### src/hw/rtl/transform_matrix_accumulator_defines.svh
// ----------------------------------------------------------------------------
// transform_matrix_accumulator_defines
// assertion macros used by the transform_matrix_accumulator rtl
// ----------------------------------------------------------------------------
`ifndef TRANSFORM_MATRIX_ACCUMULATOR_DEFINES_SVH
`define TRANSFORM_MATRIX_ACCUMULATOR_DEFINES_SVH

// property checked on every rising clk_i edge outside reset
`define TMA_ASSERT(lbl, prop, msg) \
  lbl: assert property (@(posedge clk_i) disable iff (!rst_ni) (prop)) else $error(msg);

// condition that must never be seen outside reset
`define TMA_ASSERT_NEVER(lbl, cond, msg) \
  lbl: assert property (@(posedge clk_i) disable iff (!rst_ni) !(cond)) else $error(msg);

`endif

### src/hw/rtl/tma_ram.sv
// ----------------------------------------------------------------------------
// tma_ram
// generic one-write one-read synchronous ram, registered read data
// ----------------------------------------------------------------------------
module tma_ram #(
  parameter int WIDTH = 32,
  parameter int DEPTH = 16
) (
  input  logic                     clk_i,
  input  logic                     we_i,
  input  logic [$clog2(DEPTH)-1:0] waddr_i,
  input  logic [WIDTH-1:0]         wdata_i,
  input  logic [$clog2(DEPTH)-1:0] raddr_i,
  output logic [WIDTH-1:0]         rdata_o
);

  logic [WIDTH-1:0] mem_q [DEPTH];
  logic [WIDTH-1:0] rdata_q;

  always_ff @(posedge clk_i) begin
    if (we_i) begin
      mem_q[waddr_i] <= wdata_i;
    end
    rdata_q <= mem_q[raddr_i];
  end

  assign rdata_o = rdata_q;

endmodule

### config.mk
export PLATFORM = sky130hd
export DESIGN_NAME = tma_ram
export DESIGN_NICKNAME = d
export VERILOG_FILES = /design/src/hw/rtl/transform_matrix_accumulator_defines.svh /design/src/hw/rtl/tma_ram.sv
export SDC_FILE = /design/constraint.sdc
export NUM_CORES = 1
export LEC_CHECK = 0
export BUFFER_PORTS_ARGS = -buffer_cell sky130_fd_sc_hd__buf_2
export CAP_MARGIN = 0
export CORE_ASPECT_RATIO = 0.6
export CORE_MARGIN = 2
export CORE_UTILIZATION = 53
export DETAILED_ROUTE_END_ITERATION = 7
export HOLD_SLACK_MARGIN = 0.15
export PLACE_DENSITY = 0.7
export REMOVE_ABC_BUFFERS = 1
export SYNTH_ARGS = -nofsm -noshare
export SYNTH_HDL_FRONTEND = slang
export SYNTH_SLANG_ARGS = --single-unit
### constraint.sdc
create_clock -name clk_i -period 7.9 [get_ports clk_i]
set_input_delay 0.395 -clock clk_i [delete_from_list [all_inputs] [get_ports clk_i]]
set_output_delay 0.395 -clock clk_i [all_outputs]
set_load 0.05 [all_outputs]
==> flow_metrics.tcl <==
set metrics [dict create \
    yosysMostFrequentCell "edfxtp_1" \
    post_cts_buffers 0 \
    max_cap_violations 0 \
    grt_pass1_wl_um 60500 \
    cp_slowest_cell "buf_4" \
    clockRootBuffer "clkbuf_16" \
    fill_cells 2545 \
    switching_share_pct 21.0 \
    async_flop_share_pct 0 \
    hold_end "mem_q[13][5]$_DFFE_PP_" \
    pre_cts_ws_ns 4.94 \
    tightest_slew_ns 1.11 \
    synth.distinct_cells 18 \
    worstHoldPathCells 1 \
    grt_max_degree 72 \
    comb_power_share_pct 5.7 \
    r2r_cells 3 \
    p_clk_share_pct 39.2 \
    tritoncts "done" \
    path_class "in -> reg" \
    cts_max_level 2 \
    cts.repair.resized 0 \
    power.internal_mw 4.66 \
    start_util_pct 54.2 \
    leakagePower_nw 7.19 \
    r2r_setup_slack_ns 6.52 \
    antenna_found_initial 2 \
    overflow 0 \
    die_y_um 154 \
    ctsHoldBuffers 0 \
    yosys-top-cells-count "edfxtp_1 (512), mux4_2 (128), a22oi_1 (64), nand2_1 (33), dfxtp_1 (32)" \
    drive_gt1_share_pct 32.3 \
    drt_iter0_markers 904 \
    drt_wl_total_um 40800 \
    routabilityCongestion 0.722 \
    cp-end-kind "flop" \
    clk_pin_slew_ns 0.07 \
    drt-wirelength-per-cell_um 27.5 \
    grt_pass1_vias 9207 \
    die_area_um2 39100 \
    tns_ns 0 \
    max-vdd-ir-drop_v 0.000183 \
    ys_seq_area_share_pct 80.7 \
    slew_violations 0 \
    min_period_ns 2.33 \
    hpwlAfterDp_um 21100 \
    cts_buffer_depth 3 \
    crit_buf_inv 2 \
    hp-start "wdata_i[5]" \
    cp_top_family "buffers and inverters" \
    fmax_mhz 429 \
    viasPerCell 6.07 \
    worstSetupStartpoint "raddr_i[0]" \
    synthCells 838 \
    io_pins 74 \
    critPathMaxFanout 68 \
    ys.flop_type "edfxtp_1" \
    dr.pass1.iters 6 \
    hold_path.class "in -> reg" \
    p_seq_share_pct 55.1 \
    synth.ff_latch_count 544 \
    r2r_start "mem_q[11][11]$_DFFE_PP_" \
    slew-limit-headroom_pct 25.3 \
    status "finished clean" \
    grtUsageTotal_pct 21.5 \
    required_ns 8.32 \
    regToRegEndpoint "rdata_o[11]$_DFF_P_" \
    synth_top_area_cell "edfxtp_1" \
    synthTopCellsByArea "edfxtp_1 (77%), mux4_2 (15%), dfxtp_1 (3.2%)" \
    power_switching_mw 1.24 \
    remaining_drc_errors 0 \
    syn-cell-area_um2 19900 \
    antenna_left 0 \
    core_um2 36600 \
    yosys_warnings 0 \
    cts_sinks 544 \
    rows 54 \
    p_total_mw 5.89 \
    post-route-period-util_pct 29.5 \
    cts-buffers-inserted 47 \
    port_buffers 73 \
    cp_slowest_stage_delay_ns 0.68 \
    finalHoldViolCount 0 \
    crit_chain "clkbuf_8 > buf_4 > mux4_2 > a22oi_1 > nand2_1" \
    clock_skew_ns 0.0260 \
    insertion_delay_ns 0.56 \
    powerDensity_nw_per_um2 262 \
    cp_data_arrival_time_ns 2.75 \
    vias 8993 \
    setup_slack_ns 5.57 \
    rsz0062_at_grt "no" \
    yosysTopAreaCellShare_pct 77.4 \
    critPathLaunchType "primary input" \
    syn_to_final_growth_pct 13.3 \
    die_w_um 254 \
    layout.nets 982 \
    setup_viol 0 \
    avgSynthCellArea_um2 23.7 \
    synth_edf_count 512 \
]
==> routing by layer <==
metal	global-route usage (%)	up-vias	routed length [µm]
met5	0	-	13
met1	32.5	4790	17600
li1	-	3778	-
met4	4.40	2	637
met2	33.3	366	19300
met3	4.25	57	3230
==> how the worst max path moves through the flow <==
| stage | depth (start not counted) | end | slack, ns |
|---|---|---|---|
| 3_5_place_dp | 5 | rdata_o[26]$_DFF_P_ | 4.94 |
| 6_report | 5 | rdata_o[26]$_DFF_P_ | 5.57 |
| 3_3_place_gp | 5 | rdata_o[26]$_DFF_P_ | 4.95 |
| 5_1_grt | 5 | rdata_o[26]$_DFF_P_ | 5.32 |
| 2_1_floorplan | 2 | mem_q[0][0]$_DFFE_PP_ | 4.33 |
| 4_1_cts | 5 | rdata_o[26]$_DFF_P_ | 5.50 |
==> through the flow <==
step | hold slack (ns) | area [µm²] | utilization [%] | cells
final | 0.193 | 22500 | 61.4 | 1482
after global routing | 0.203 | 22500 | 61.4 | 1481
after CTS | 0.175 | 22500 | 61.4 | 1481
after detailed placement | 0.659 | 20900 | 57.2 | 1395
after global placement | 0.651 | 20900 | 57.2 | 1395
after floorplan | 0.494 | 19600 | - | 795
==> cells by family after synthesis <==
logic type | Yosys count | synth area share, %
AOI/OAI and AO/OA | 64 | 2.42
buffers and inverters | 43 | 1.12
muxes | 128 | 14.5
DFF | 544 | 80.7
and+or+nand+nor | 59 | 1.27
==> power by group through the flow <==
stage	Combinational [mW]	Clock (mW)	Sequential, mW
after floorplan	0.124	0	3.37
after global placement	0.335	0	3.31
after detailed placement	0.341	0	3.31
after CTS	0.341	2.35	3.25
after global routing	0.361	2.46	3.25
final	0.337	2.31	3.25
==> state kept, by name, indices dropped and copies added (netlist names) <==
name,flops
mem_q,512
rdata_o,32
==> area by class of cell <==
cell class | count | area (µm²) | area share, %
antenna | 1 | 2.50 | 0.0111
clock buffer | 62 | 1250 | 5.57
clock inverter | 24 | 284 | 1.26
multi-input combinational | 251 | 3750 | 16.7
sequential | 544 | 16000 | 71.2
tap | 504 | 631 | 2.80
timing repair buffer | 96 | 553 | 2.46
==> layout by cell type, fill, tap and decap left out, types with 2 or more instances in the layout <==
| cell type | count |
|---|---|
| clkbuf_1 | 13 |
| nor3_2 | 4 |
| edfxtp_1 | 512 |
| clkinv_2 | 10 |
| a22oi_1 | 64 |
| clkbuf_16 | 47 |
| clkinv_1 | 2 |
| bufinv_16 | 6 |
| nor2_4 | 13 |
| buf_4 | 23 |
| nand3b_1 | 2 |
| buf_2 | 71 |
| nand2_1 | 33 |
| nor2b_4 | 2 |
| nand2b_1 | 2 |
| mux4_2 | 128 |
| dfxtp_1 | 32 |
| clkinvlp_4 | 5 |
| clkbuf_8 | 3 |
Note: power is estimated with default switching activity, not from simulation.
