## config.mk

```make
export PLATFORM = sky130hd
export DESIGN_NAME = tma_mac
export DESIGN_NICKNAME = d
export VERILOG_FILES = /design/src/hw/rtl/transform_matrix_accumulator_defines.svh /design/src/hw/rtl/tma_pkg.sv /design/src/hw/rtl/tma_mac.sv
export SDC_FILE = /design/constraint.sdc
export NUM_CORES = 2
export LEC_CHECK = 0
export ABC_AREA = 1
export BUFFER_PORTS_ARGS = -buffer_cell sky130_fd_sc_hd__buf_2
export CAP_MARGIN = 30
export CORE_MARGIN = 8
export CORE_UTILIZATION = 50
export DETAILED_ROUTE_END_ITERATION = 6
export PLACE_DENSITY = 0.75
export SKIP_LAST_GASP = 1
export SYNTH_ARGS = -nofsm -noshare
export SYNTH_HDL_FRONTEND = slang
export SYNTH_SLANG_ARGS = --single-unit
```

## constraint.sdc

```tcl
create_clock -name clk_i -period 18.8 [get_ports clk_i]
set_input_delay 2.82 -clock clk_i [delete_from_list [all_inputs] [get_ports clk_i]]
set_output_delay 2.82 -clock clk_i [all_outputs]
set_load 0.02 [all_outputs]
```

## src/hw/rtl/transform_matrix_accumulator_defines.svh

```systemverilog
// ----------------------------------------------------------------------------
// transform_matrix_accumulator_defines
// assertion macros used by the transform_matrix_accumulator rtl
// ----------------------------------------------------------------------------
`ifndef TRANSFORM_MATRIX_ACCUMULATOR_DEFINES_SVH
`define TRANSFORM_MATRIX_ACCUMULATOR_DEFINES_SVH

// property checked on every rising clk_i edge outside reset
`define TMA_ASSERT(lbl, prop, msg) \
  lbl: assert property (@(posedge clk_i) disable iff (!rst_ni) (prop)) else $error(msg);

// condition that must never be seen outside reset
`define TMA_ASSERT_NEVER(lbl, cond, msg) \
  lbl: assert property (@(posedge clk_i) disable iff (!rst_ni) !(cond)) else $error(msg);

`endif

```

## src/hw/rtl/tma_pkg.sv

```systemverilog
// ----------------------------------------------------------------------------
// tma_pkg
// types, constants and widths shared by the transform matrix accumulator
// ----------------------------------------------------------------------------
package tma_pkg;

  localparam int FRAC_BITS = 16;
  localparam int DATA_W    = 32;
  localparam int IDX_W     = 4;
  localparam int DEPTH     = 16;
  localparam int CNT_W     = 6;
  // magnitude width of the ortho dividends
  localparam int NUM_W     = (2 * FRAC_BITS + 2 > FRAC_BITS + 33) ?
                             2 * FRAC_BITS + 2 : FRAC_BITS + 33;
  localparam int NUM_SW    = NUM_W + 1;
  localparam int DEN_W     = 33;
  localparam int ACC_W     = 2 * DATA_W + 2 - FRAC_BITS;
  localparam int NT        = 6;

  localparam logic [DATA_W-1:0] ONE_FX = DATA_W'(1) << FRAC_BITS;

  typedef enum logic [1:0] {
    CMD_IDENT = 2'd0,
    CMD_SCALE = 2'd1,
    CMD_ORTHO = 2'd2,
    CMD_NOP   = 2'd3
  } cmd_e;

  typedef enum logic [3:0] {
    S_INIT,
    S_IDLE,
    S_IDENT,
    S_DIV_START,
    S_DIV_WAIT,
    S_MAC,
    S_MAC_DRAIN,
    S_COPY,
    S_EMIT,
    S_EMIT_LD
  } state_e;

  // one multiply-accumulate step: row, column, inner index
  typedef struct packed {
    logic       valid;
    logic [1:0] r;
    logic [1:0] c;
    logic [1:0] k;
  } mac_ctl_t;

  // nonconstant entries of the transform: t00 t03 t11 t13 t22 t23
  typedef logic [NT-1:0][DATA_W-1:0] tvec_t;

endpackage

```

## src/hw/rtl/tma_mac.sv

```systemverilog
// ----------------------------------------------------------------------------
// tma_mac
// multiply-accumulate pipeline: T row times M column, writes product ram
// ----------------------------------------------------------------------------
module tma_mac (
  input  logic                          clk_i,
  input  logic                          rst_ni,
  input  tma_pkg::mac_ctl_t             issue_i,
  input  logic [tma_pkg::DATA_W-1:0]    rdata_i,
  input  tma_pkg::tvec_t                tvec_i,
  output logic                          pwe_o,
  output logic [tma_pkg::IDX_W-1:0]     pwaddr_o,
  output logic [tma_pkg::DATA_W-1:0]    pwdata_o,
  output logic                          sat_o,
  output logic                          busy_o
);

  localparam logic signed [tma_pkg::ACC_W-1:0] SAT_MAX =
    tma_pkg::ACC_W'(64'sd2147483647);
  localparam logic signed [tma_pkg::ACC_W-1:0] SAT_MIN =
    tma_pkg::ACC_W'(-64'sd2147483648);

  tma_pkg::mac_ctl_t                       s1_q, s2_q;
  logic signed [tma_pkg::DATA_W-1:0]       t_val;
  logic signed [2*tma_pkg::DATA_W-1:0]     prod_q, prod_d;
  logic signed [2*tma_pkg::DATA_W-1:0]     prod_sh;
  logic signed [tma_pkg::ACC_W-1:0]        acc_q, acc_d, acc_base;

  // transform entry at (r, k); row 3 is (0 0 0 1)
  always_comb begin
    t_val = '0;
    if (s1_q.r == 2'd3) begin
      if (s1_q.k == 2'd3) begin
        t_val = tma_pkg::ONE_FX;
      end
    end else if (s1_q.k == s1_q.r) begin
      t_val = tvec_i[{s1_q.r, 1'b0}];
    end else if (s1_q.k == 2'd3) begin
      t_val = tvec_i[{s1_q.r, 1'b1}];
    end
  end

  assign prod_d   = t_val * $signed(rdata_i);
  // arithmetic shift drops the low bits toward minus infinity
  assign prod_sh  = prod_q >>> tma_pkg::FRAC_BITS;
  assign acc_base = (s2_q.k == 2'd0) ? '0 : acc_q;
  assign acc_d    = acc_base + tma_pkg::ACC_W'(prod_sh);

  always_comb begin
    pwe_o    = s2_q.valid && (s2_q.k == 2'd3);
    pwaddr_o = {s2_q.r, s2_q.c};
    sat_o    = 1'b0;
    pwdata_o = acc_d[tma_pkg::DATA_W-1:0];
    if (acc_d > SAT_MAX) begin
      pwdata_o = 32'h7fff_ffff;
      sat_o    = pwe_o;
    end else if (acc_d < SAT_MIN) begin
      pwdata_o = 32'h8000_0000;
      sat_o    = pwe_o;
    end
  end

  always_ff @(posedge clk_i or negedge rst_ni) begin
    if (!rst_ni) begin
      s1_q <= '0;
      s2_q <= '0;
    end else begin
      s1_q <= issue_i;
      s2_q <= s1_q;
    end
  end

  always_ff @(posedge clk_i) begin
    prod_q <= prod_d;
    if (s2_q.valid) begin
      acc_q <= acc_d;
    end
  end

  assign busy_o = s1_q.valid || s2_q.valid;

endmodule

```

==> summary.txt <==
Outcome
  – Status: finished, final reports clean

Clock tree
  – Clock edge transition at the registers on the reported setup and hold paths: around 100 ps
  – Post-CTS setup buffers: 0
  – Worst-skew pair later-pin latency: around 400 ps
  – CTS tree: done
  – Clock Root Buffer: clkbuf_16
  – CTS resizes: 0
  – Hold Buf Count CTS: 0
  – CTS Sinks: roughly 110
  – Number of buffers created by CTS: 9
  – CTS Buffer Depth: 2
  – Htree depth: 3

Place
  – Post-detail-place hpwl: roughly 130 mm
  – Port bufs: approximately 270
  – Worst Setup Slack post-DPL: 7250 ps
  – GPL Wtd Cong: 0.992

Timing
  – Max Clock Freq: around 87 MHz
  – Worst rel slew slack: roughly a quarter
  – Fin crit share: between 60% and 70%
  – Slew Limit Fails: 0
  – Hold_ws: about 360 ps
  – Final setup violation count: 0
  – TNS Setup: 0 ps
  – RSZ-0062 raised after global routing: no
  – Hold Violations, Final: 0
  – Post-route setup slack: between 7000 and 8000 ps
  – Fin crit period: 11480 ps
  – Setup Skew: between 15 and 20 ps
  – Worst-Margin Slew: 1140 ps

Yosys
  – Yosys warning count: 0
  – Syn nets: about 7400
  – Avg Inst Size Synth: approximately 7.8 µm²
  – Register area share after synthesis: between 6 and 7%
  – Seq cells post-synth: 112
  – Top_reg_cell synth: edfxtp_1
  – Ys async rst share: 12.5%
  – Post-synth EDFFs: 50
  – Post-synthesis cell count: roughly 6000
  – Mapped Area: 45500 µm²
  – Netlist cell types: 52

Route
  – Routed Antenna Nets: 0
  – DR iter-0 viols: ~4600
  – Final WL: approximately 160 mm
  – DR WL/cell: roughly 22 µm
  – Vias post-DR: about 40000
  – Vias per inst: 5.58
  – Remaining DRCs: 0
  – First drt pass iteration count: 6

Worst hold path
  – HP Class: flop to flop
  – Hold Path Stages: 0

Critical path
  – Critical path arrival: 11740 ps
  – Worst setup EP type: flop
  – Crit Path Category: input port to flop
  – Slowest cell on crit path: clkinv_1
  – Worst setup path endpoint: prod_q[41]
  – R2R depth: 30
  – Crit path from: tvec_i[114]
  – Reg-to-reg slack, setup: 8290 ps
  – RR Endpoint: prod_q[41]
  – Worst setup SP type: input port
  – Worst path max stage delay: ~1100 ps
  – Worst reg2reg path startpoint: s1_q[4]
  – CP dominant cell by count: fa_1
  – CP Data Required Time: roughly 19000 ps
  – Crit-path max FO: 18

Final layout
  – Commonest non-fill, non-tap cell in the layout: inv_1
  – Layout cell share with drive strength beyond 1: 7.00%
  – Area Growth Syn to Fin: 6.21%
  – Final net count: 7536
  – Most frequent cells in the layout: inv_1, nand2_1, fa_1

Global route
  – GRT Residual Overflow: 0
  – First-pass GRT wire length: 246 mm
  – Largest net degree at the start of global routing: 110
  – Total track usage: 31.6%
  – Vias in the first global route: about 42000
  – Initial antenna violation count: 7

Job
  – Max Cap Violations: 0

Die
  – I/O pin cnt: 272
  – Die span in x: about 320 µm
  – Row cnt: between 100 and 150
  – Core ar.: 90100 µm²
  – Die Ht: 318 µm
  – DIE AREA: between 100000 and 150000 µm²
  – Initial cell density of the core: between 50% and 60%
[final cells by class]
class,count,area (µm²)
clock buffers,9,225
fillers,8487,41800
repair buffers,335,1890
inverters,1436,5390
well taps,1176,1470
multi-input cells,4098,36400
flip-flops and latches,112,2810
clock inverters,7,92.6
diodes,3,7.51
[stage by stage]
| step | cells | instance area [µm²] | util (%) |
|---|---|---|---|
| 6_report | 7176 | 48300 | 53.6 |
| 5_1_grt | 7174 | 48300 | 53.6 |
| 4_1_cts | 7170 | 48200 | 53.5 |
| 3_5_place_dp | 7154 | 47900 | 53.2 |
| 3_3_place_gp | 7154 | 47900 | 53.2 |
| 2_1_floorplan | 5851 | 45500 | - |
[cell families (layout without fill, tap and decap cells)]
logic type	Yosys count	in the layout	synth area share, %
AOI/OAI and AO/OA	371	371	4.45
xor gates and xnor gates	80	80	1.54
adders and majority gates	1311	1311	53.9
buffers and inverters	1641	1787	13.8
DFF	112	112	6.18
other	0	3	0
and+or+nand+nor	2336	2336	20.2
[layer usage]
| metal | track usage (%) | vias up | part of all wire, % |
|---|---|---|---|
| li1 | - | 17200 | - |
| met1 | 40.8 | 19700 | 37 |
| met2 | 47.9 | 2478 | 43 |
| met3 | 9.16 | 629 | 13 |
| met4 | 17.3 | 8 | 7.0 |
| met5 | 0.724 | - | 0.093 |
[state kept, by name (all words and copies together), names as in the netlist]
signal	flops
s1_q	7
acc_q	50
pwaddr_o	4
prod_q	48
s2_q	3
[cell usage after synthesis (2+ instances only)]
master    instances  area [µm²]
nand2_2           9        56.3
o21bai_1          3        22.5
a21boi_0          3        22.5
buf_4             5        37.5
inv_1          1384        5190
edfxtp_1         50        1500
o31ai_1           2        15.0
dfxtp_1          48         961
o22ai_1          18         113
ha_1            229        2870
nor2_2           13        81.3
fa_1           1082       21700
clkinv_1         21        78.8
o21ai_0         146         731
nor2_1          819        3070
nor3_2            7        70.1
nand2_1        1314        4930
xor2_1           58         508
dfrtp_1          14         350
nand4_1          31         194
clkbuf_1        156         586
o211ai_1          2        15.0
nand2_4           2        22.5
buf_6             6        67.6
a211oi_1          2        15.0
buf_2            30         150
nor4_1            5        31.3
o21ai_1           4        20.0
a21oi_1         155         776
a31oi_1           6        37.5
nor3_1           21         105
xnor2_1          22         193
nand3_1         101         505
buf_1             8        30.0
nor3b_1           2        15.0
o221ai_1         13         114
a21o_1            2        15.0
and3_1            5        31.3
inv_2            31         116
o21a_1           10        75.1
[worst min-delay path by stage]
stage,start,end,slack (ps)
6_report,s1_q[3],pwaddr_o[1],360
5_1_grt,s1_q[3],pwaddr_o[1],370
4_1_cts,s1_q[3],pwaddr_o[1],360
3_5_place_dp,s1_q[3],pwaddr_o[1],340
3_3_place_gp,s1_q[3],pwaddr_o[1],330
2_1_floorplan,s1_q[2],pwaddr_o[0],330
[critical path, delay by kind of cell]
| family | cells | cell delay, ps |
|---|---|---|
| compound gates | 3 | 750 |
| xor+xnor | 1 | 380 |
| fa+ha+maj | 9 | 4400 |
| buf+inv | 7 | 1520 |
| simple gates | 9 | 1830 |
Power is left out: the tool's default activity adds up to more than one toggle a clock period on the data nets, which glitch-free logic cannot reach.
