$ cat src/hw/rtl/transform_matrix_accumulator_defines.svh
// ----------------------------------------------------------------------------
// transform_matrix_accumulator_defines
// assertion macros used by the transform_matrix_accumulator rtl
// ----------------------------------------------------------------------------
`ifndef TRANSFORM_MATRIX_ACCUMULATOR_DEFINES_SVH
`define TRANSFORM_MATRIX_ACCUMULATOR_DEFINES_SVH

// property checked on every rising clk_i edge outside reset
`define TMA_ASSERT(lbl, prop, msg) \
  lbl: assert property (@(posedge clk_i) disable iff (!rst_ni) (prop)) else $error(msg);

// condition that must never be seen outside reset
`define TMA_ASSERT_NEVER(lbl, cond, msg) \
  lbl: assert property (@(posedge clk_i) disable iff (!rst_ni) !(cond)) else $error(msg);

`endif

$ cat src/hw/rtl/tma_pkg.sv
// ----------------------------------------------------------------------------
// tma_pkg
// types, constants and widths shared by the transform matrix accumulator
// ----------------------------------------------------------------------------
package tma_pkg;

  localparam int FRAC_BITS = 16;
  localparam int DATA_W    = 32;
  localparam int IDX_W     = 4;
  localparam int DEPTH     = 16;
  localparam int CNT_W     = 6;
  // magnitude width of the ortho dividends
  localparam int NUM_W     = (2 * FRAC_BITS + 2 > FRAC_BITS + 33) ?
                             2 * FRAC_BITS + 2 : FRAC_BITS + 33;
  localparam int NUM_SW    = NUM_W + 1;
  localparam int DEN_W     = 33;
  localparam int ACC_W     = 2 * DATA_W + 2 - FRAC_BITS;
  localparam int NT        = 6;

  localparam logic [DATA_W-1:0] ONE_FX = DATA_W'(1) << FRAC_BITS;

  typedef enum logic [1:0] {
    CMD_IDENT = 2'd0,
    CMD_SCALE = 2'd1,
    CMD_ORTHO = 2'd2,
    CMD_NOP   = 2'd3
  } cmd_e;

  typedef enum logic [3:0] {
    S_INIT,
    S_IDLE,
    S_IDENT,
    S_DIV_START,
    S_DIV_WAIT,
    S_MAC,
    S_MAC_DRAIN,
    S_COPY,
    S_EMIT,
    S_EMIT_LD
  } state_e;

  // one multiply-accumulate step: row, column, inner index
  typedef struct packed {
    logic       valid;
    logic [1:0] r;
    logic [1:0] c;
    logic [1:0] k;
  } mac_ctl_t;

  // nonconstant entries of the transform: t00 t03 t11 t13 t22 t23
  typedef logic [NT-1:0][DATA_W-1:0] tvec_t;

endpackage

$ cat src/hw/rtl/tma_div.sv
// ----------------------------------------------------------------------------
// tma_div
// signed restoring divider, one quotient bit per cycle, saturates to 32 bits
// ----------------------------------------------------------------------------
module tma_div (
  input  logic                                  clk_i,
  input  logic                                  rst_ni,
  input  logic                                  start_i,
  input  logic signed [tma_pkg::NUM_SW-1:0]     num_i,
  input  logic signed [tma_pkg::DEN_W-1:0]      den_i,
  output logic                                  done_o,
  output logic [tma_pkg::DATA_W-1:0]            quot_o,
  output logic                                  sat_o
);

  localparam int STEP_W = $clog2(tma_pkg::NUM_W + 1);

  logic                         busy_q, busy_d;
  logic                         fin_q, fin_d;
  logic                         neg_q, neg_d;
  logic [STEP_W-1:0]            step_q, step_d;
  logic [tma_pkg::NUM_W-1:0]    n_q, n_d;
  logic [tma_pkg::DEN_W-1:0]    dv_q, dv_d;
  logic [tma_pkg::DEN_W-1:0]    rem_q, rem_d;
  logic                         done_q, done_d;
  logic [tma_pkg::DATA_W-1:0]   quot_q, quot_d;
  logic                         sat_q, sat_d;
  logic [tma_pkg::DEN_W:0]      trial;
  logic [tma_pkg::DEN_W:0]      diff;
  logic [tma_pkg::NUM_SW-1:0]   num_abs;
  logic [tma_pkg::DEN_W-1:0]    den_abs;

  assign num_abs = num_i[tma_pkg::NUM_SW-1] ? (tma_pkg::NUM_SW'(0) - num_i) : num_i;
  assign den_abs = den_i[tma_pkg::DEN_W-1] ? (tma_pkg::DEN_W'(0) - den_i) : den_i;
  assign trial   = {rem_q, n_q[tma_pkg::NUM_W-1]};
  assign diff    = trial - {1'b0, dv_q};

  always_comb begin
    busy_d = busy_q;
    fin_d  = 1'b0;
    neg_d  = neg_q;
    step_d = step_q;
    n_d    = n_q;
    dv_d   = dv_q;
    rem_d  = rem_q;
    done_d = 1'b0;
    quot_d = quot_q;
    sat_d  = sat_q;
    if (start_i) begin
      busy_d = 1'b1;
      neg_d  = num_i[tma_pkg::NUM_SW-1] ^ den_i[tma_pkg::DEN_W-1];
      n_d    = num_abs[tma_pkg::NUM_W-1:0];
      dv_d   = den_abs;
      rem_d  = '0;
      step_d = STEP_W'(tma_pkg::NUM_W);
    end else if (busy_q) begin
      if (!diff[tma_pkg::DEN_W]) begin
        rem_d = diff[tma_pkg::DEN_W-1:0];
        n_d   = {n_q[tma_pkg::NUM_W-2:0], 1'b1};
      end else begin
        rem_d = trial[tma_pkg::DEN_W-1:0];
        n_d   = {n_q[tma_pkg::NUM_W-2:0], 1'b0};
      end
      step_d = step_q - STEP_W'(1);
      if (step_q == STEP_W'(1)) begin
        busy_d = 1'b0;
        fin_d  = 1'b1;
      end
    end else if (fin_q) begin
      // sign and clamp the quotient magnitude
      done_d = 1'b1;
      if (neg_q) begin
        if (n_q > {{(tma_pkg::NUM_W-32){1'b0}}, 32'h8000_0000}) begin
          quot_d = 32'h8000_0000;
          sat_d  = 1'b1;
        end else begin
          quot_d = 32'd0 - n_q[31:0];
          sat_d  = 1'b0;
        end
      end else begin
        if (n_q > {{(tma_pkg::NUM_W-32){1'b0}}, 32'h7fff_ffff}) begin
          quot_d = 32'h7fff_ffff;
          sat_d  = 1'b1;
        end else begin
          quot_d = n_q[31:0];
          sat_d  = 1'b0;
        end
      end
    end
  end

  always_ff @(posedge clk_i or negedge rst_ni) begin
    if (!rst_ni) begin
      busy_q <= 1'b0;
      fin_q  <= 1'b0;
      done_q <= 1'b0;
      step_q <= '0;
    end else begin
      busy_q <= busy_d;
      fin_q  <= fin_d;
      done_q <= done_d;
      step_q <= step_d;
    end
  end

  always_ff @(posedge clk_i) begin
    neg_q  <= neg_d;
    n_q    <= n_d;
    dv_q   <= dv_d;
    rem_q  <= rem_d;
    quot_q <= quot_d;
    sat_q  <= sat_d;
  end

  assign done_o = done_q;
  assign quot_o = quot_q;
  assign sat_o  = sat_q;

endmodule

$ cat config.mk
export PLATFORM = sky130hd
export DESIGN_NAME = tma_div
export DESIGN_NICKNAME = d
export VERILOG_FILES = /design/src/hw/rtl/transform_matrix_accumulator_defines.svh /design/src/hw/rtl/tma_pkg.sv /design/src/hw/rtl/tma_div.sv
export SDC_FILE = /design/constraint.sdc
export NUM_CORES = 1
export LEC_CHECK = 0
export BUFFER_PORTS_ARGS = -buffer_cell sky130_fd_sc_hd__buf_2
export CORE_MARGIN = 3
export CORE_UTILIZATION = 55
export CTS_BUF_LIST = sky130_fd_sc_hd__clkbuf_8
export CTS_CLUSTER_SIZE = 8
export DETAILED_ROUTE_END_ITERATION = 10
export MAX_ROUTING_LAYER = met4
export PLACE_DENSITY_LB_ADDON = 0.25
export SLEW_MARGIN = 20
export SYNTH_ARGS = -nofsm -noshare
export SYNTH_HDL_FRONTEND = slang
export SYNTH_SLANG_ARGS = --single-unit
$ cat constraint.sdc
create_clock -name clk_i -period 4.1 [get_ports clk_i]
set_input_delay 0.615 -clock clk_i [delete_from_list [all_inputs] [get_ports clk_i]]
set_output_delay 0.615 -clock clk_i [all_outputs]
set_load 0.01 [all_outputs]
==> results.rst <==
.. list-table::
   :header-rows: 1

   * - Metric
     - Value
   * - Ratio of cells with drive above 1 in the final layout
     - 16.7%
   * - Number of buffers added by the clock tree synthesis step
     - 17
   * - Highest attainable clock frequency
     - ~0.27 GHz
   * - R2r startpoint
     - n_q[0]
   * - Data arrival time at the worst-slack endpoint
     - approximately 4.0 ns
   * - Cell-internal power
     - 2730 uW
   * - Final instance area
     - around 0.012 sq mm
   * - Most used routing layer in global routing
     - met2
   * - Synth Area in Compound Gates
     - between 20% and 30%
   * - Sequential cell fraction of total power
     - 51.1%
   * - Worst setup slack after placement
     - -0.0845 ns
   * - Antenna violations before repair
     - 0
   * - Startpoint types
     - flop
   * - Final net count
     - roughly 1.4k
   * - Max rail drop VDD
     - about 0.2 mV
   * - Combinational Power Share
     - 16.2%
   * - Maximum fanout along the worst path
     - 27
   * - Via density
     - 5.91
   * - Lkg Pwr
     - 0.00459 uW
   * - Number of cells traversed by the worst hold path
     - 1
   * - Pwr Density
     - 319 mW/mm^2
   * - Setup Fix Bufs, Post-CTS
     - 0
   * - Number of buffers between clock root and the deepest sink
     - 2
   * - Overall die height
     - 145 microns
   * - Area of placed instances
     - 0.0116 sq mm
   * - Dominant register cell in the synthesized netlist
     - edfxtp_1
   * - Average wire length per cell after detail routing
     - 15.9 microns
   * - Xor-xnor portion of the synthesized cell area
     - approximately 8.5%
   * - Min-delay src
     - den_i[0]
   * - I/O pin total
     - 120
   * - CTS tree
     - done
   * - Standard-cell row count
     - 50
   * - Global routing usage on met2
     - 39.3%
   * - Combinational family with the most area after synthesis
     - compound AO/OA/AOI/OAI gates
   * - GR met3 Demand/Resource
     - approximately 3.4%
   * - Largest net degree at the start of global routing
     - 76
   * - Final cell count without fillers
     - 1,552
   * - Detailed placer's ending HPWL
     - 18,000 microns
   * - Cell count after placement
     - about 1.5k
   * - Max_cap viols
     - 0
   * - Area growth, synth to finish
     - 12.5%
   * - Setup skew after layout
     - 0.0138 ns
   * - Buffers on Ports
     - 119
   * - Pre-antenna DRT Iters
     - 5
   * - Power spent charging and discharging nets
     - 1110 uW
   * - Cell type with the highest aggregate area in the netlist
     - edfxtp_1
   * - Most common library cell in the layout ignoring fill and taps
     - nor2_1
   * - Synthesized net count
     - 1,291
   * - Remaining Overflow, GRT
     - 0
   * - Core Box Area
     - 0.0189 sq mm
   * - Top library cells by usage in the layout, fill and taps aside
     - 123 x nor2_1, 118 x buf_2, 116 x edfxtp_1
   * - Async SR Flop Fraction
     - 5.70%
   * - GPL Wtd Cong
     - 0.905
   * - Clock power frac
     - between 30% and 40%
   * - Cell types occupying the most area after synthesis
     - edfxtp_1 33%, dfxtp_1 6.2%, xor2_1 4.8%, a21oi_1 4.8%, ha_1 4.6%
   * - Initial core utilization
     - 56.5%
   * - Final period utilization
     - 90.4%
   * - # setup viols final
     - 0
   * - Setup repair after global routing missed its margin
     - no
   * - Maximum level of the CTS H-tree
     - 4
   * - Critical setup path kind
     - reg2reg
   * - Worst reg-to-reg setup slack
     - 0.39 ns
   * - Wire length of the first global-routing pass
     - a little over 40,000 microns
   * - Post-layout power
     - roughly 3800 uW
   * - Number of enable-type register cells in the synthesized netlist
     - 116
   * - Count of cells along the worst register-to-register path
     - 12
   * - Status
     - finished clean
   * - Kind of end point of the critical path
     - flop
   * - Overall track demand over capacity in global routing
     - 23.8%
   * - Synthesized-area fraction occupied by adder cells
     - 4.76%
   * - Sink of the worst hold path
     - dv_q[0]
   * - Relative max-transition margin
     - around two fifths
   * - Remaining design rule violation count
     - 0
   * - Minimum setup slack in the final design
     - 0.394 ns
   * - Number of sinks driven by the clock tree
     - between 150 and 200
   * - Routed Wire Length
     - 24,700 microns
   * - Clk pin slew, worst setup/hold paths
     - around 0.09 ns
   * - Worst hold margin
     - around 0.38 ns
   * - Final hold vios
     - 0
   * - Portion of the post-synthesis area used by sequential elements
     - 40.9%
   * - Initial DRC Count
     - 640
   * - Slew @ Worst Pin
     - 0.906 ns
   * - Die W
     - 145 microns
   * - Fin crit period
     - about 3.7 ns
   * - Number of warnings issued by yosys
     - 0
   * - Count of vias placed by the detailed router
     - roughly 9.2k
   * - Worst skew pair latency
     - ~0.47 ns
   * - GR Util met1
     - between 30% and 40%
   * - Final Slew Violations
     - 0
   * - Vias in the first global route
     - approximately 8.4k
   * - Average cell area after synthesis
     - 9.16 sq um
   * - Capture point of the worst reg-to-reg path
     - quot_o[17]
   * - Switching portion of total power
     - 29.0%
   * - Count of cell types in the netlist
     - between 70 and 80
   * - Synthesized-area fraction occupied by and/or/nand/nor cells
     - between 15 and 20%
   * - Number of synthesized register bits
     - 158
   * - Post-Syn Instances
     - 1,165
   * - Required time reported for the critical path endpoint
     - around 4.4 ns
   * - Mux cell area share after synthesis
     - under 10%
   * - Area fraction of the dominant cell type after synthesis
     - 32.6%
   * - DIE AREA
     - roughly 0.021 sq mm
   * - Synthesized area
     - 0.0107 sq mm
   * - Filler instances
     - 1,664
   * - Root buf cell
     - clkbuf_8
   * - Worst hold path class
     - in2reg
   * - Detail Route Antenna Nets
     - 0
[cell families (layout without fill, tap and decap cells)]
group	Yosys count	after routing
AND/OR/NAND/NOR	402	402
buffers and inverters	114	240
multiplexers	16	16
AO/OA/AOI/OAI	331	331
flip-flops	158	158
XOR/XNOR	104	104
adder cells (fa/ha/maj)	40	40
other	0	1
[worst max path at each step]
stage | start | endpoint | cells after the start
final | n_q[0] | quot_o[17] | 12
after global routing | n_q[1] | quot_o[17] | 12
after CTS | n_q[0] | quot_o[21] | 12
after detailed placement | num_i[5] | n_q[44] | 11
after global placement | num_i[5] | n_q[34] | 11
after floorplan | num_i[5] | n_q[41] | 10
[worst max-delay path, cell delays in order (launching register included)]
cell and delay, ns:
edfxtp_1 0.48, inv_1 0.11, ha_1 0.20, or3b_1 0.40
or4_1 0.44, nor4b_1 0.57, nand4_1 0.21, o21ai_1 0.34
nand2_1 0.09, buf_4 0.23, o31ai_1 0.27, nand2_1 0.09
o311ai_1 0.10
[layer usage]
metal,share of wire (%),wire (microns)
met1,44,10900
met2,49,12100
met3,5.0,1230
met4,2.5,614
met5,0,0
[power groups by stage]
stage	registers, uW	logic, uW	clock network, uW
5_1_grt	1980	701	1340
4_1_cts	1960	618	1270
6_report	1960	623	1250
2_1_floorplan	1950	445	0
3_3_place_gp	1990	600	0
3_5_place_dp	1990	612	0
[synth_stat cells, types with 4 or more instances]
library cell  number
edfxtp_1         116
or2_2              4
o31ai_1           25
nand3_1           20
o21ai_0           48
buf_1              5
xnor2_1           45
o41ai_1           11
nor2_1           123
clkbuf_1          47
and3_1             7
and2_1             7
dfxtp_1           33
nor4_1            14
or3_1             24
or4_1             13
nand2b_1          16
nand4_1           11
a21oi_1          102
nor3_1            22
inv_1             55
xor2_1            59
a211o_1            9
dfrtp_1            9
nor2b_1           10
nor3b_1           11
o311ai_1          15
o21ai_1           25
o211ai_1           8
nand2_1           87
or4_4              8
a211oi_1          22
mux2i_1           15
ha_1              39
a311oi_1          11
nand3b_1           5
a21o_1            12
o21a_1             5
[cell type report]
cell class	count	area, sq um	area share, %
well taps	260	325	2.71
clock buffers	17	234	1.95
multi-input cells	893	5830	48.6
inverters	55	206	1.72
diodes	1	2.50	0.0208
flip-flops and latches	158	4370	36.4
clock inverters	15	184	1.53
repair buffers	153	856	7.13
[state kept, by name (all words and copies together) (netlist names)]
register  count
n_q          49
quot_o       32
sat_o         1
step_q        6
dv_q         33
fin_q         1
rem_q        33
busy_q        1
done_o        1
neg_q         1
[what timing repair did]
item	4_1_cts	5_1_grt
endpoints found under the hold margin	9	0
hold buffers	1	0
gates resized for setup	0	0
[metrics by stage]
stage	utilization, %	setup TNS, ns
6_report	63.6	0
5_1_grt	63.6	0
4_1_cts	63.6	0
3_5_place_dp	61.3	-0.479
3_3_place_gp	61.3	-0.135
2_1_floorplan	-	0
No activity file was read; power rests on OpenSTA's default activity.
